## src/rtl/core/sac_pkg.sv

```systemverilog
// Shared types and constants of the stick axis conditioner.
package sac_pkg;

  localparam int unsigned DataW = 16;
  localparam int unsigned CfgIdxW = 3;
  localparam int unsigned CfgDataW = 16;

  typedef enum logic [CfgIdxW-1:0] {
    RegRangeLow    = 3'd0,
    RegRangeCenter = 3'd1,
    RegRangeHigh   = 3'd2,
    RegUnipolar    = 3'd3,
    RegInvert      = 3'd4,
    RegShift       = 3'd5,
    RegExpo        = 3'd6,
    RegDeadzone    = 3'd7
  } cfg_reg_e;

  typedef struct packed {
    logic [15:0] range_low;
    logic [15:0] range_center;
    logic [15:0] range_high;
    logic        unipolar_mode;
    logic        invert_output;
    logic [2:0]  smoothing_shift;
    logic [6:0]  expo_percent;
    logic [15:0] center_deadzone;
  } cfg_t;

  // Datapath operations selected by the controller.
  typedef enum logic [2:0] {
    OpNone,
    OpFilter,
    OpMap,
    OpDzone,
    OpCube1,
    OpCube2,
    OpExpo,
    OpFinish
  } dp_op_e;

  typedef struct packed {
    dp_op_e op;
    logic   div_start;
  } dp_cmd_t;

  typedef struct packed {
    logic div_busy;
  } dp_sts_t;

  // Divider operand widths: dividends up to 48 bits, divisors up to 17 bits.
  localparam int unsigned DivNW = 48;
  localparam int unsigned DivDW = 17;
  localparam int unsigned DivCntW = 6;

endpackage

```

## src/rtl/core/sac_ctrl.sv

```systemverilog
// Controller sequencing the datapath steps for one word.
module sac_ctrl (
  input  logic             clk_i,
  input  logic             rst_ni,
  input  logic             in_valid_i,
  output logic             in_stall_o,
  output logic             out_valid_o,
  input  logic             out_stall_i,
  input  sac_pkg::cfg_t    cfg_i,
  input  sac_pkg::dp_sts_t sts_i,
  output sac_pkg::dp_cmd_t cmd_o,
  output logic             load_o,
  output logic             busy_o
);
  import sac_pkg::*;

  typedef enum logic [3:0] {
    StIdle, StFilter, StMapGo, StMapWait, StDz, StDzWait, StCube1, StCube2,
    StExpoGo, StExpoWait, StFinish, StOut
  } state_e;

  state_e state_q;
  logic   accept;
  logic   dz_div;

  assign accept     = in_valid_i && (state_q == StIdle);
  assign in_stall_o = (state_q != StIdle);
  assign out_valid_o = (state_q == StOut);
  assign load_o     = accept;
  assign busy_o     = (state_q != StIdle);
  assign dz_div     = !cfg_i.unipolar_mode && (cfg_i.center_deadzone != '0) &&
                      (cfg_i.center_deadzone < 16'd32767);

  always_comb begin
    cmd_o.op = OpNone;
    cmd_o.div_start = 1'b0;
    unique case (state_q)
      StFilter:  cmd_o.op = OpFilter;
      StMapGo: begin
        cmd_o.op = OpMap;
        cmd_o.div_start = 1'b1;
      end
      StDz: begin
        cmd_o.op = OpDzone;
        cmd_o.div_start = dz_div;
      end
      StCube1:   cmd_o.op = OpCube1;
      StCube2:   cmd_o.op = OpCube2;
      // The blend divide by one hundred is a reciprocal multiply in the datapath.
      StExpoGo:  cmd_o.op = OpExpo;
      StFinish:  cmd_o.op = OpFinish;
      default:   cmd_o.op = OpNone;
    endcase
  end

  always_ff @(posedge clk_i or negedge rst_ni) begin
    if (!rst_ni) begin
      state_q <= StIdle;
    end else begin
      unique case (state_q)
        StIdle:     if (accept) state_q <= StFilter;
        StFilter:   state_q <= StMapGo;
        StMapGo:    state_q <= StMapWait;
        StMapWait:  if (!sts_i.div_busy) state_q <= StDz;
        StDz:       state_q <= StDzWait;
        StDzWait:   if (!sts_i.div_busy) state_q <= StCube1;
        StCube1:    state_q <= StCube2;
        StCube2:    state_q <= StExpoGo;
        StExpoGo:   state_q <= StExpoWait;
        StExpoWait: if (!sts_i.div_busy) state_q <= StFinish;
        StFinish:   state_q <= StOut;
        StOut:      if (!out_stall_i) state_q <= StIdle;
        default:    state_q <= StIdle;
      endcase
    end
  end

  property p_out_holds;
    @(posedge clk_i) disable iff (!rst_ni) (out_valid_o && out_stall_i) |=> out_valid_o;
  endproperty
  a_out_holds: assert property (p_out_holds) else $error("result dropped");

  property p_accept_busy;
    @(posedge clk_i) disable iff (!rst_ni) accept |=> busy_o;
  endproperty
  a_accept_busy: assert property (p_accept_busy) else $error("accepted word not processed");

  property p_one_role;
    @(posedge clk_i) disable iff (!rst_ni) !(out_valid_o && !in_stall_o);
  endproperty
  a_one_role: assert property (p_one_role) else $error("input open while result pending");

endmodule

```

## config.mk

```make
export PLATFORM = sky130hd
export DESIGN_NAME = sac_ctrl
export DESIGN_NICKNAME = d
export VERILOG_FILES = /design/src/rtl/core/sac_pkg.sv /design/src/rtl/core/sac_ctrl.sv
export SDC_FILE = /design/constraint.sdc
export NUM_CORES = 1
export LEC_CHECK = 0
export BUFFER_PORTS_ARGS = -buffer_cell sky130_fd_sc_hd__buf_2
export CAP_MARGIN = 20
export CORE_UTILIZATION = 25
export DETAILED_ROUTE_END_ITERATION = 7
export PLACE_DENSITY = 0.81
export SYNTH_ARGS = -nofsm -noshare
export SYNTH_HDL_FRONTEND = slang
export SYNTH_SLANG_ARGS = --single-unit
```

## constraint.sdc

```tcl
create_clock -name clk_i -period 2.5 [get_ports clk_i]
set_input_delay 0.75 -clock clk_i [delete_from_list [all_inputs] [get_ports clk_i]]
set_output_delay 0.75 -clock clk_i [all_outputs]
set_load 0.05 [all_outputs]
```

Word-level counts from Yosys, hierarchy flattened
Cells that the tools add are included.
{"block": "totals", "ff_bits": 4, "out_inout_bits": 8, "wordCells": 34}
{"block": "op_classes", "magnitude_cmp": 1, "eq_ne": 16, "n_mux": 8, "reduce_logical": 8}
{"op": "4-bit case mux with 12 select lines", "count": 1}
{"op": "3-bit case mux with 7 select lines", "count": 1}
{"op": "4-bit 2-to-1 mux", "count": 5}
{"op": "4-bit by 3-bit == test with 1-bit output (second input constant)", "count": 4}
{"op": "4-bit == test (second input constant)", "count": 4}
{"op": "16-bit by 15-bit < comparator with 1-bit output (second input constant)", "count": 1}
{"op": "16-bit nonzero test", "count": 1}
{"op": "2-bit inequality test (second input constant)", "count": 5}
{"op": "4-bit by 2-bit == test with 1-bit output (second input constant)", "count": 2}
{"op": "5-bit AND reduction", "count": 1}
{"op": "4-bit by 1-bit == test with 1-bit output (second input constant)", "count": 1}
{"op": "4-bit logical NOT", "count": 1}
{"op": "4-bit nonzero test", "count": 1}
{"op": "1-bit logical AND", "count": 3}
{"op": "1-bit case mux with 2 select lines", "count": 1}
{"op": "1-bit logical NOT", "count": 1}

Depth between registers and ports, before layout
{"block": "logic_depth", "word_depth": 4, "mapped_depth": 4}

Worst setup path before layout
Ideal clock, no wire load.
{"block": "synth_path", "path_type": "reg-to-output", "startpoint": "register state_q[1]", "endpoint": "output port load_o", "t_arrival_ns": 1.751, "slack_ns": -0.001, "stages_incl_launch_ff": 3, "path_cell_list": "dfrtp_1 or4_4 nor2_1"}
{"block": "synth_between", "elab_chain_len": 2}
{"item": "start: declaration", "line_no": "sac_ctrl.sv:22", "source": "state_e state_q;"}
{"item": "start signal: assignment", "line_no": "sac_ctrl.sv:58", "source": "state_q <= StIdle;"}
{"item": "start signal: assignment", "line_no": "sac_ctrl.sv:61", "source": "StIdle: if (accept) state_q <= StFilter;"}
{"item": "start signal: assignment", "line_no": "sac_ctrl.sv:62", "source": "StFilter: state_q <= StMapGo;"}
{"item": "4-bit logical NOT", "line_no": "sac_ctrl.sv:26", "source": "assign accept = in_valid_i && (state_q == StIdle);"}
{"item": "1-bit logical AND", "line_no": "sac_ctrl.sv:26"}
{"item": "end: declaration", "line_no": "sac_ctrl.sv:12", "source": "output logic load_o,"}
Every way passes these cells.

==> flow_summary.ini <==
[routing]
viasPerCell = 5.000
drt_wl_total_um = 1352
vias = 590
ant_nets = 0
drc = 0
dr.first_iter.drc_count = 8
drtPass1Iterations = 4
wl_per_cell_um = 11.46

[worst_setup_path]
critPathKind = input port to output pin
worstSetupStartpointType = input port
arrival_ns = 1.78
regToRegSetupSlack_ns = 0.90
crit_chain = buf_6, nand4_1, or4_1, a41o_1, buf_6
cp_slowest_stage_delay_ns = 0.50
worst_r2r_path_depth = 3
worst_path_dominant_cell_family = simple AND/OR/NAND/NOR gates
cp.required_ns = 1.75
cp.depth = 5
slowest_stage = or4_1
critPathMaxFanout = 2
endpoint_kind = output pin
cp.buffers_inverters = 2
crit_top_cell = buf_6

[synth]
synth_top_area_share_pct = 21.39
avgSynthCellArea_um2 = 7.548
synth_edf_count = 0
netlist_instances = 62
synth_largest_area_cell = dfrtp_1
synthesis.area_um2 = 467.9
async_reset_ff_share_pct = 100.0
netlist_top_cells_count = nor2_1, nor4_1
yosysSeqAreaShare_pct = 21.39
synth.ff_latch_count = 4
yosys-top-cells-area = dfrtp_1, nor4_1, nand4_1
syn_nets = 143
yosysWarnings = 0
synth_ff_type = dfrtp_1
synthDistinctLibCells = 31

[job]
maxCapViolCount = 0

[cts]
clock_latency_ns = 0.24
ctsHtreeMaxLevel = 1
clk_path_buf_depth = 2
cts.sinks = 4
clkTransAtPathRegs_ns = 0.04
cts_tree = done
cts_root_buf = clkbuf_4
numCtsBuffers = 3

[sta]
setup_tns_ns = -0.03012
setup_viol = 1
hold_slack_ns = 0.3121
max_freq_mhz = 395.2
fin_crit_sh_pct = 101.2
final.min_clock_period_ns = 2.530
rsz0062_at_grt = true
clock_skew_ns = 0.005819
worstMarginPinSlew_ns = 0.4363
hold_viol = 0
finalMaxSlewViolations = 0
fin_ws_ns = -0.03012
relSlewSlack_pct = 70.92

[finish]
final_cells = 118
largest_reg_flops = 4
fill_cells = 179
utilization_pct = 41.94
top_regs = state_q: 4 flops
largest-register = state_q
area_delta_synth_final_pct = 56.42
fin_nets = 176
antenna_cells = 0
final_layout_size_suffix_gt1_share_pct = 44.09
final_cell_area_um2 = 732.0

[global_routing]
grt_max_degree = 15
grt_antenna_before_repair = 0
grt_pass1_vias = 511
grt_usage_pct = 15.00
grt-ovfl-total = 0
grt_pass1_wl_um = 2201

[floorplan]
ioPinCount = 89
die_area_um2 = 2049
die_h_um = 45.27
die_width_um = 45.27
rows = 15
core_um2 = 1745
start_util_pct = 26.81

[placed_design]
port_buffers = 29
dpl.hpwl_um = 1016
dpl-instance-area_um2 = 640.6
globalplace.congestion = 0.7492
dp.cells = 114
pre_cts_ws_ns = -0.1216

[pwr]
p_per_area_nw_per_um2 = 1225
p_leak_nw = 0.3271
finalPower_mw = 0.8963
ir_drop_v = 0.0006272

[min_path]
min_path_type = input port to asynchronous set/reset pin

[status]
violations = setup timing
outcome = complete, but fails checks
-- final cells by class --
type	count	area, µm²	share of cell area [%]
Multi-Input combinational cell	49	337.8	46.15
Tap cell	25	31.28	4.274
Timing Repair Buffer	33	225.2	30.77
Sequential cell	4	100.1	13.68
Inverter	4	15.01	2.051
Clock buffer	3	22.52	3.077
-- cell usage in the layout (no fill, tap or decap), drive strengths merged --
cell	netlist	final
o221a	1	1
nor2	6	6
xnor2	1	1
clkbuf	1	3
a2111oi	1	1
a21oi	3	3
or2b	2	2
nand4	4	4
nand2b	1	1
or4	3	3
nor2b	1	1
a22o	1	1
buf	4	33
inv	4	4
nor4	6	6
nand3	2	2
nand3b	2	2
mux2i	1	1
o31ai	1	1
and4	1	1
dfrtp	4	4
o21ai	3	3
nand2	4	4
o221ai	1	1
o2bb2ai	1	1
a41o	1	1
nor4b	1	1
xor2	1	1
-- cell families after synthesis --
group	count (synthesis)	synth area share [%]
simple gates	33	41.98
flops	4	21.39
mux	1	2.139
xor+xnor	2	3.744
compound gates	13	21.39
buf+inv	9	9.356
-- timing repair --
| action | in CTS | in global routing |
|---|---|---|
| setup endpoints to repair | 1 | 1 |
| pin swaps | 3 | 1 |
| gates cloned | 0 | 0 |
| setup buffers | 1 | 0 |
| hold buffers | 0 | 0 |
| gates resized for setup | 9 | 2 |
-- per-layer routing --
metal | track usage (%) | vias up | part of all wire [%]
met5 | 0 | - | 0
met4 | 3.636 | 0 | 0
met3 | 6.000 | 0 | 7.2
met2 | 24.93 | 27 | 49
met1 | 17.96 | 261 | 44
li1 | - | 302 | -
-- worst reg2reg max path: stages, from the launching register on --
cell,delay (ns)
dfrtp_1,0.52
and4_1,0.29
or4_1,0.53
a21oi_1,0.17
-- path summary, 6_finish.rpt --
path | from | to
hold reg to reg | state_q[0]$_DFFE_PN0P_ | state_q[0]$_DFFE_PN0P_
setup reg to reg | state_q[3]$_DFFE_PN0P_ | state_q[2]$_DFFE_PN0P_
hold / removal | rst_ni | state_q[0]$_DFFE_PN0P_
max in group asynchronous | rst_ni | state_q[3]$_DFFE_PN0P_
setup / recovery | cfg_i[4] | cmd_o[0]
min in group clk_i | state_q[0]$_DFFE_PN0P_ | state_q[0]$_DFFE_PN0P_
-- power breakdown --
| part | internal, mW | total (mW) | switching, mW |
|---|---|---|---|
| Clock | 0.0536 | 0.0790 | 0.0254 |
| Sequential | 0.0950 | 0.154 | 0.0590 |
| Combinational | 0.235 | 0.663 | 0.428 |
Note: power is estimated with default switching activity, not from simulation.
